--- src/rtl/core/dfv_pkg.sv ---
// ----------------------------------------------------------------------------
// dfv_pkg
// shared types, constants and the crc byte update for the frame validator
// ----------------------------------------------------------------------------
package dfv_pkg;

  // default width of the saturating byte counter
  localparam int unsigned COUNT_BITS_DEF = 12;

  // width used for byte positions and frame-length compares
  localparam int unsigned POS_W   = 18;
  localparam int unsigned LIMIT_W = 11;
  localparam int unsigned FLEN_W  = 11;

  // frame layout
  localparam logic [7:0]       HDR0     = 8'hA9;
  localparam logic [7:0]       HDR1     = 8'h9A;
  localparam logic [7:0]       END_MARK = 8'h16;
  localparam logic [POS_W-1:0] OFS_HDR0   = POS_W'(0);
  localparam logic [POS_W-1:0] OFS_HDR1   = POS_W'(1);
  localparam logic [POS_W-1:0] OFS_FUNC   = POS_W'(12);
  localparam logic [POS_W-1:0] OFS_CTRL   = POS_W'(13);
  localparam logic [POS_W-1:0] OFS_LEN_LO = POS_W'(14);
  localparam logic [POS_W-1:0] OFS_LEN_HI = POS_W'(15);
  localparam logic [POS_W-1:0] OFS_DATA   = POS_W'(16);
  localparam logic [POS_W-1:0] FRAME_OVH  = POS_W'(19);

  // crc-16/ccitt-false
  localparam logic [15:0] CRC_POLY = 16'h1021;
  localparam logic [15:0] CRC_INIT = 16'hFFFF;
  localparam logic [15:0] CRC_TOP  = 16'h8000;

  // configuration space
  localparam int unsigned       PADDR_W     = 3;
  localparam logic [LIMIT_W-1:0] LIMIT_RESET = 11'd512;
  typedef enum logic [PADDR_W-3:0] {
    REG_MAX_LEN = 1'b0
  } reg_idx_t;

  typedef enum logic [2:0] {
    VERDICT_OK         = 3'd0,
    VERDICT_SHORT      = 3'd1,
    VERDICT_BAD_HDR    = 3'd2,
    VERDICT_TOO_LONG   = 3'd3,
    VERDICT_INCOMPLETE = 3'd4,
    VERDICT_BAD_END    = 3'd5,
    VERDICT_CRC_FAIL   = 3'd6
  } verdict_t;

  typedef struct packed {
    logic [7:0] rx_byte;
    logic       buffer_end;
  } rx_item_t;

  typedef struct packed {
    logic [15:0]       crc_received;
    logic [15:0]       crc_computed;
    logic [15:0]       payload_len;
    logic [7:0]        frame_ctrl;
    logic [7:0]        frame_func;
    logic [FLEN_W-1:0] frame_length;
    verdict_t          verdict;
  } result_t;

  // one byte through the crc, msb first
  function automatic logic [15:0] crc_byte(input logic [15:0] crc, input logic [7:0] b);
    logic [15:0] c;
    c = crc ^ {b, 8'h00};
    for (int k = 0; k < 8; k++) begin
      if ((c & CRC_TOP) != 16'h0000) begin
        c = (c << 1) ^ CRC_POLY;
      end else begin
        c = c << 1;
      end
    end
    return c;
  endfunction

endpackage

--- src/rtl/core/dfv_cfg_regs.sv ---
// ----------------------------------------------------------------------------
// dfv_cfg_regs
// apb register file holding the data length limit
// ----------------------------------------------------------------------------
module dfv_cfg_regs (
  input  logic                         clk,
  input  logic                         rst,
  input  logic                         psel,
  input  logic                         penable,
  input  logic                         pwrite,
  input  logic [dfv_pkg::PADDR_W-1:0]  paddr,
  input  logic [31:0]                  pwdata,
  output logic [31:0]                  prdata,
  output logic                         pready,
  output logic [dfv_pkg::LIMIT_W-1:0]  max_payload_len
);
  import dfv_pkg::*;

  logic     wr_en;
  reg_idx_t idx;

  assign pready = 1'b1;
  assign wr_en  = psel && penable && pwrite && pready;
  assign idx    = reg_idx_t'(paddr[PADDR_W-1:2]);

  always_ff @(posedge clk) begin
    if (rst) begin
      max_payload_len <= LIMIT_RESET;
    end else if (wr_en) begin
      unique case (idx)
        REG_MAX_LEN: max_payload_len <= pwdata[LIMIT_W-1:0];
        default: ;
      endcase
    end
  end

  always_comb begin
    unique case (idx)
      REG_MAX_LEN: prdata = {{(32-LIMIT_W){1'b0}}, max_payload_len};
      default:     prdata = 32'h0000_0000;
    endcase
  end

endmodule

--- src/rtl/core/dfv_in_reg.sv ---
// ----------------------------------------------------------------------------
// dfv_in_reg
// input register stage between the byte stream and the frame checker
// ----------------------------------------------------------------------------
module dfv_in_reg (
  input  logic              clk,
  input  logic              rst,
  input  logic              in_valid,
  output logic              in_ready,
  input  dfv_pkg::rx_item_t in_item,
  output logic              out_valid,
  input  logic              out_ready,
  output dfv_pkg::rx_item_t out_item
);
  import dfv_pkg::*;

  assign in_ready = !out_valid || out_ready;

  always_ff @(posedge clk) begin
    if (rst) begin
      out_valid <= 1'b0;
    end else if (in_ready) begin
      out_valid <= in_valid;
    end
  end

  always_ff @(posedge clk) begin
    if (in_valid && in_ready) begin
      out_item <= in_item;
    end
  end

endmodule

--- src/rtl/core/dfv_frame_check.sv ---
// ----------------------------------------------------------------------------
// dfv_frame_check
// per-byte frame tracking, crc update, verdict and result register
// ----------------------------------------------------------------------------
module dfv_frame_check #(
  parameter int unsigned COUNT_BITS = dfv_pkg::COUNT_BITS_DEF
) (
  input  logic                        clk,
  input  logic                        rst,
  input  logic                        in_valid,
  output logic                        in_ready,
  input  dfv_pkg::rx_item_t           in_item,
  input  logic [dfv_pkg::LIMIT_W-1:0] max_payload_len,
  output logic                        out_valid,
  input  logic                        out_ready,
  output dfv_pkg::result_t            result
);
  import dfv_pkg::*;

  localparam logic [COUNT_BITS-1:0] CNT_MAX = {COUNT_BITS{1'b1}};

  logic [COUNT_BITS-1:0] byte_count, byte_count_next, cnt_upd;
  logic [15:0]           crc_acc, crc_acc_next, crc_upd;
  logic                  header_ok, header_ok_next, hdr_upd;
  logic [15:0]           len_field, len_field_next, len_upd;
  logic [7:0]            func_byte, func_byte_next, func_upd;
  logic [7:0]            ctrl_byte, ctrl_byte_next, ctrl_upd;
  logic [15:0]           crc_field, crc_field_next, crcf_upd;
  logic [7:0]            end_byte, end_byte_next, end_upd;

  logic             take;
  logic [7:0]       b;
  logic [POS_W-1:0] pos, crc_at, rlen, flen;
  verdict_t         verdict;
  result_t          result_next;

  assign take = in_valid && in_ready;
  assign b    = in_item.rx_byte;
  // a last byte needs room in the result register
  assign in_ready = !(in_item.buffer_end && out_valid && !out_ready);

  always_comb begin
    cnt_upd  = byte_count;
    crc_upd  = crc_acc;
    hdr_upd  = header_ok;
    len_upd  = len_field;
    func_upd = func_byte;
    ctrl_upd = ctrl_byte;
    crcf_upd = crc_field;
    end_upd  = end_byte;
    pos      = {{(POS_W-COUNT_BITS){1'b0}}, byte_count};
    crc_at   = {{(POS_W-16){1'b0}}, len_field} + OFS_DATA;
    if (byte_count != CNT_MAX) begin
      if (pos == OFS_HDR0 && b != HDR0) hdr_upd = 1'b0;
      if (pos == OFS_HDR1 && b != HDR1) hdr_upd = 1'b0;
      if (pos == OFS_FUNC)   func_upd = b;
      if (pos == OFS_CTRL)   ctrl_upd = b;
      if (pos == OFS_LEN_LO) len_upd[7:0]  = b;
      if (pos == OFS_LEN_HI) len_upd[15:8] = b;
      if (pos < crc_at)      crc_upd = crc_byte(crc_acc, b);
      if (pos >= OFS_DATA) begin
        if (pos == crc_at)              crcf_upd[7:0]  = b;
        if (pos == crc_at + POS_W'(1))  crcf_upd[15:8] = b;
        if (pos == crc_at + POS_W'(2))  end_upd = b;
      end
      cnt_upd = byte_count + COUNT_BITS'(1);
    end
  end

  // verdict on the state including this byte
  always_comb begin
    rlen = {{(POS_W-COUNT_BITS){1'b0}}, cnt_upd};
    flen = {{(POS_W-16){1'b0}}, len_upd} + FRAME_OVH;
    if (rlen < OFS_DATA) begin
      verdict = VERDICT_SHORT;
    end else if (!hdr_upd) begin
      verdict = VERDICT_BAD_HDR;
    end else if (len_upd > {{(16-LIMIT_W){1'b0}}, max_payload_len}) begin
      verdict = VERDICT_TOO_LONG;
    end else if (flen > rlen) begin
      verdict = VERDICT_INCOMPLETE;
    end else if (end_upd != END_MARK) begin
      verdict = VERDICT_BAD_END;
    end else if (crc_upd != crcf_upd) begin
      verdict = VERDICT_CRC_FAIL;
    end else begin
      verdict = VERDICT_OK;
    end
    result_next.verdict      = verdict;
    result_next.frame_length = (verdict == VERDICT_OK) ? flen[FLEN_W-1:0] : '0;
    result_next.frame_func   = func_upd;
    result_next.frame_ctrl   = ctrl_upd;
    result_next.payload_len  = len_upd;
    result_next.crc_computed = crc_upd;
    result_next.crc_received = crcf_upd;
  end

  always_comb begin
    byte_count_next = byte_count;
    crc_acc_next    = crc_acc;
    header_ok_next  = header_ok;
    len_field_next  = len_field;
    func_byte_next  = func_byte;
    ctrl_byte_next  = ctrl_byte;
    crc_field_next  = crc_field;
    end_byte_next   = end_byte;
    if (take) begin
      if (in_item.buffer_end) begin
        byte_count_next = '0;
        crc_acc_next    = CRC_INIT;
        header_ok_next  = 1'b1;
        len_field_next  = '0;
        func_byte_next  = '0;
        ctrl_byte_next  = '0;
        crc_field_next  = '0;
        end_byte_next   = '0;
      end else begin
        byte_count_next = cnt_upd;
        crc_acc_next    = crc_upd;
        header_ok_next  = hdr_upd;
        len_field_next  = len_upd;
        func_byte_next  = func_upd;
        ctrl_byte_next  = ctrl_upd;
        crc_field_next  = crcf_upd;
        end_byte_next   = end_upd;
      end
    end
  end

  always_ff @(posedge clk) begin
    if (rst) begin
      byte_count <= '0;
      crc_acc    <= CRC_INIT;
      header_ok  <= 1'b1;
      len_field  <= '0;
      func_byte  <= '0;
      ctrl_byte  <= '0;
      crc_field  <= '0;
      end_byte   <= '0;
    end else begin
      byte_count <= byte_count_next;
      crc_acc    <= crc_acc_next;
      header_ok  <= header_ok_next;
      len_field  <= len_field_next;
      func_byte  <= func_byte_next;
      ctrl_byte  <= ctrl_byte_next;
      crc_field  <= crc_field_next;
      end_byte   <= end_byte_next;
    end
  end

  always_ff @(posedge clk) begin
    if (rst) begin
      out_valid <= 1'b0;
    end else if (take && in_item.buffer_end) begin
      out_valid <= 1'b1;
    end else if (out_ready) begin
      out_valid <= 1'b0;
    end
  end

  always_ff @(posedge clk) begin
    if (take && in_item.buffer_end) begin
      result <= result_next;
    end
  end

  a_clear_after_end: assert property (@(posedge clk) disable iff (rst)
    take && in_item.buffer_end |=> byte_count == '0 && crc_acc == CRC_INIT)
    else $error("frame state not cleared after last byte");

  a_count_monotonic: assert property (@(posedge clk) disable iff (rst)
    take && !in_item.buffer_end |=> byte_count >= $past(byte_count))
    else $error("byte count went backwards inside a frame");

  a_ok_length: assert property (@(posedge clk) disable iff (rst)
    out_valid && result.verdict == VERDICT_OK |->
      result.frame_length == FLEN_W'(result.payload_len + 16'd19) &&
      result.crc_computed == result.crc_received)
    else $error("ok verdict with inconsistent length or crc");

  a_fail_zero_length: assert property (@(posedge clk) disable iff (rst)
    out_valid && result.verdict != VERDICT_OK |-> result.frame_length == '0)
    else $error("failed verdict carries a frame length");

endmodule

--- src/rtl/core/downlink_frame_validator.sv ---
// ----------------------------------------------------------------------------
// downlink_frame_validator
// byte-stream checker for framed downlink packets with crc-16/ccitt-false
// ----------------------------------------------------------------------------
// a last byte is registered in the input register, then its result in the result register
// throughput: one byte per cycle; the per-byte crc update and all checks sit
//   between the input register and the result register
// a stalled result only holds back the next last byte, other bytes keep flowing
// reset: synchronous active-high rst empties both stages, clears the frame state
//   and loads the data length limit with 512
module downlink_frame_validator #(
  parameter int unsigned COUNT_BITS = dfv_pkg::COUNT_BITS_DEF
) (
  input  logic                        clk,
  input  logic                        rst,
  // byte stream in
  input  logic                        s_tvalid,
  output logic                        s_tready,
  input  logic [7:0]                  s_tdata,   // rx_byte
  input  logic                        s_tlast,   // buffer_end
  // verdict stream out
  output logic                        m_tvalid,
  input  logic                        m_tready,
  // verdict[2:0], frame_length[13:3], frame_func[21:14], frame_ctrl[29:22],
  // payload_len[45:30], crc_computed[61:46], crc_received[77:62], zero fill
  output logic [79:0]                 m_tdata,
  // apb configuration
  input  logic                        psel,
  input  logic                        penable,
  input  logic                        pwrite,
  input  logic [dfv_pkg::PADDR_W-1:0] paddr,
  input  logic [31:0]                 pwdata,
  output logic [31:0]                 prdata,
  output logic                        pready
);
  import dfv_pkg::*;

  logic [LIMIT_W-1:0] max_payload_len;
  rx_item_t           s_item, q_item;
  logic               q_valid, q_ready;
  result_t            res;

  // data length limit register
  dfv_cfg_regs u_cfg (
    .clk             (clk),
    .rst             (rst),
    .psel            (psel),
    .penable         (penable),
    .pwrite          (pwrite),
    .paddr           (paddr),
    .pwdata          (pwdata),
    .prdata          (prdata),
    .pready          (pready),
    .max_payload_len (max_payload_len)
  );

  assign s_item.rx_byte    = s_tdata;
  assign s_item.buffer_end = s_tlast;

  // input register: one byte transfer per cycle while the frame checker takes bytes
  dfv_in_reg u_in (
    .clk       (clk),
    .rst       (rst),
    .in_valid  (s_tvalid),
    .in_ready  (s_tready),
    .in_item   (s_item),
    .out_valid (q_valid),
    .out_ready (q_ready),
    .out_item  (q_item)
  );

  // frame tracking and verdict, result register on the output side
  dfv_frame_check #(
    .COUNT_BITS (COUNT_BITS)
  ) u_check (
    .clk             (clk),
    .rst             (rst),
    .in_valid        (q_valid),
    .in_ready        (q_ready),
    .in_item         (q_item),
    .max_payload_len (max_payload_len),
    .out_valid       (m_tvalid),
    .out_ready       (m_tready),
    .result          (res)
  );

  // pack fields, first field in the low bits
  assign m_tdata = {2'b00, res.crc_received, res.crc_computed, res.payload_len,
                    res.frame_ctrl, res.frame_func, res.frame_length, res.verdict};

endmodule
--- config.mk ---
export PLATFORM = sky130hd
export DESIGN_NAME = downlink_frame_validator
export DESIGN_NICKNAME = d
export VERILOG_FILES = /design/src/rtl/core/dfv_pkg.sv /design/src/rtl/core/dfv_cfg_regs.sv /design/src/rtl/core/dfv_in_reg.sv /design/src/rtl/core/dfv_frame_check.sv /design/src/rtl/core/downlink_frame_validator.sv
export SDC_FILE = /design/constraint.sdc
export NUM_CORES = 1
export LEC_CHECK = 0
export BUFFER_PORTS_ARGS = -buffer_cell sky130_fd_sc_hd__buf_2
export CAP_MARGIN = 20
export CORE_ASPECT_RATIO = 0.9
export CORE_UTILIZATION = 30
export DETAILED_ROUTE_END_ITERATION = 16
export GPL_TIMING_DRIVEN = 0
export PLACE_DENSITY = 0.56
export RECOVER_POWER = 100
export SETUP_SLACK_MARGIN = 0.3
export SLEW_MARGIN = 25
export SYNTH_ARGS = -nofsm -noshare
export SYNTH_HDL_FRONTEND = slang
export SYNTH_SLANG_ARGS = --single-unit
--- constraint.sdc ---
create_clock -name clk -period 6.56 [get_ports clk]
set_clock_uncertainty 0.15 [all_clocks]
set_input_delay 0.328 -clock clk [delete_from_list [all_inputs] [get_ports clk]]
set_output_delay 0.328 -clock clk [all_outputs]
set_load 0.01 [all_outputs]
==> results_dict.tcl <==
set metrics [dict create \
    synth_top_area_share_pct 23.8 \
    clock_sinks 185 \
    power.density_mw_per_mm2 204 \
    outcome "complete, but fails checks" \
    cp.arrival_ns 6.17 \
    muxShareOfSynthArea_pct 5.64 \
    syn_inst 1180 \
    maxClockFrequency_ghz 0.165 \
    synth_ff_type "dfxtp_1" \
    final_area_mm2 0.0129 \
    cap_violations 2 \
    dr_total_vias 9495 \
    synth_compound_area_share_pct 14.3 \
    synth_top_family_by_area "simple AND/OR/NAND/NOR gates" \
    hpwl_mm 25.7 \
    syn_area_mm2 0.0110 \
    hold_violations 0 \
    rsz0062_at_grt "false" \
    wirelength_mm 34.3 \
    synth_warnings 0 \
    intPower_mw 1.89 \
    async_reset_ff_share_pct 0 \
    yosysSeqAreaShare_pct 41.7 \
    core-area_mm2 0.0361 \
    antenna_left 0 \
    grtUsageTotal_pct 18.3 \
    crit_type "flop to flop" \
    grt_max_degree 43 \
    synthAdderAreaFrac_pct 5.02 \
    synth_xor_area_share_pct 6.61 \
    leakagePower_nw 5.05 \
    path_clk_slew_ns 0.08 \
    synth_area_leaders "edfxtp_1 (24%), dfxtp_1 (18%), ha_1 (5.0%), nor2_1 (4.4%), a22oi_1 (4.0%)" \
    worstMarginPinSlew_ns 2.33 \
    ir_drop_v 0.000167 \
    switching_share_pct 27.9 \
    drcViolationCount 0 \
    finalMaxSlewViolations 83 \
    p_switching_uw 735 \
    wire_per_inst_um 18.6 \
    drt_iter0_markers 843 \
    mostFrequentLayoutCells "clkbuf_1 (148), nor2_1 (130), nand2_1 (102), dfxtp_1 (97), edfxtp_1 (87)" \
    cp-start-kind "flop" \
    worst-path-max-fanout 10 \
    final_nets 1455 \
    cts_tree "built" \
    die_h_um 183 \
    synth.avg_cell_area_um2 9.30 \
    die_w_um 204 \
    synth-seq-cells 185 \
    setup_viol 0 \
    fin_crit_ns 6.07 \
    drive_above_1_share_pct 8.89 \
    start_util_pct 30.4 \
    drtPass1Iterations 7 \
    place_congestion 0.922 \
    vias_per_cell 5.14 \
    violations "capacitance limit, slew limit" \
    antenna_cells 0 \
    setup-tns-final_ns 0 \
    layout_commonest_cell "clkbuf_1" \
    cts_buffers 17 \
    antenna_found_initial 0 \
    worstPathRequired_ns 6.67 \
    grt_overflow 0 \
    place_area_mm2 0.0123 \
    ios 166 \
    fillers 3696 \
    clk_path_buf_depth 2 \
    slew_headroom_pct -55.2 \
    critPathCaptureType "flop" \
    combPwrFrac_pct 11.5 \
    fin_cells 1849 \
    grt_pass1_wl_mm 51.5 \
    hold_path.class "input pin to flop" \
    clock_latency_ns 0.45 \
    synth_top_area_cell "edfxtp_1" \
    area_growth_pct 17.6 \
    cts_root_buf "clkbuf_16" \
    die-area_mm2 0.0373 \
    port_buffers 117 \
    synth_edf_count 87 \
    pre_cts_ws_ns 0.432 \
    post-place-cells 1796 \
    fp-row-count 66 \
    grt_pass1_vias 8909 \
    htree_levels 4 \
    synthDistinctLibCells 79 \
    synth-simple-area-share_pct 20.0 \
    final.period_utilization_pct 92.5 \
    sequentialPowerShare_pct 47.8 \
    pwr-share-clk_pct 40.7 \
    setup_ws_ns 0.493 \
]
## metrics by stage
stage                     hold WS (ns)  util, %  power, mW
after detailed placement         0.296     34.0       1.58
final                          0.00840     35.8       2.63
after global placement           0.293     33.9       1.57
after global routing           0.00420     35.8       2.72
after floorplan                  0.277        -       1.48
after CTS                      0.00681     36.3       2.65
## power by group through the flow
stage / clock network (mW) / logic, mW / registers [mW]
floorplan: 0 / 0.197 / 1.28
global placement: 0 / 0.291 / 1.28
detailed placement: 0 / 0.298 / 1.28
CTS: 1.09 / 0.309 / 1.26
global route: 1.14 / 0.329 / 1.26
finish: 1.07 / 0.303 / 1.26
## logic make-up (layout without fill, tap and decap cells)
logic type / Yosys count / count (layout)
simple gates: 423 / 423
compound gates: 227 / 227
flops: 185 / 185
buf+inv: 163 / 334
xor+xnor: 78 / 78
mux: 58 / 58
fa+ha+maj: 44 / 44
other cells: 2 / 24
## final cells by class
cell class              count  area (um^2)  share of cell area, %
repair buffers            139          683                   5.29
flip-flops and latches    185         4580                   35.5
plain buffers              97          484                   3.75
multi-input cells         854         5710                   44.3
inverters                  66          248                   1.92
clock buffers              17          425                   3.30
clock inverters            15          180                   1.40
well taps                 476          596                   4.62
## synthesized netlist by cell type (7+ instances only)
library cell and count:
ha_1 44, nand2b_1 9, a21oi_1 47, dfxtp_1 98, or4_1 7, nand2_1 102
nor4_1 10, xor2_1 24, buf_2 14, nor4_2 9, a21o_1 9, a31oi_1 8
mux2i_1 27, inv_1 65, o21ai_0 24, nor2b_1 7, xnor2_1 50, edfxtp_1 87
mux2_2 31, o21a_1 8, a211o_1 7, o211ai_1 23, and3_1 18, nand3_1 37
a22oi_1 59, o31ai_1 8, clkbuf_1 54, nand4_1 30, nor2_1 130, buf_4 26
nor3_1 18
## metal layers
| metal | wire length, um | track usage, % | vias up |
|---|---|---|---|
| li1 | - | - | 4580 |
| met1 | 16200 | 24.7 | 4552 |
| met2 | 15300 | 28.8 | 303 |
| met3 | 1780 | 3.30 | 60 |
| met4 | 1090 | 7.16 | 0 |
| met5 | 0 | 0 | - |
## final timing paths
path	start	cells after the start	to	slack, ns
hold reg to reg	u_cfg.max_payload_len[10]	2	u_cfg.max_payload_len[10]	0.30
setup reg to reg	u_check.len_field[4]	20	u_check.result[13]	0.49
setup / recovery	u_check.len_field[4]	20	u_check.result[13]	0.49
hold / removal	s_tvalid	3	u_in.out_valid	0.008
## worst max-delay path, stage by stage (launching register included)
cell	delay, ns
dfxtp_2	0.43
ha_1	0.17
buf_2	0.20
and3_1	0.18
clkbuf_1	0.27
and3_1	0.25
xnor2_2	0.17
inv_1	0.14
ha_1	0.29
nand2_1	0.10
o21bai_1	0.16
nand3_1	0.20
a21oi_1	0.85
buf_2	0.40
mux2i_1	0.39
xnor2_1	0.12
nor3_1	0.29
nand4_1	0.21
or4_4	0.50
buf_6	0.18
nor4_1	0.20
## registers in the layout, indices dropped and copies added, names as in the netlist, 9 cells and up
signal                 cells
u_check.crc_field         16
u_check.len_field         16
u_cfg.max_payload_len     11
u_check.result            78
u_in.out_item              9
u_check.crc_acc           16
u_check.byte_count        12
## what timing repair did
action	4_1_cts	5_1_grt
setup endpoints to repair	0	11
hold buffers	20	0
hold endpoints to repair	20	0
buffers inserted	0	1
gates resized for setup	0	1
(Power assumes the default switching activity.)
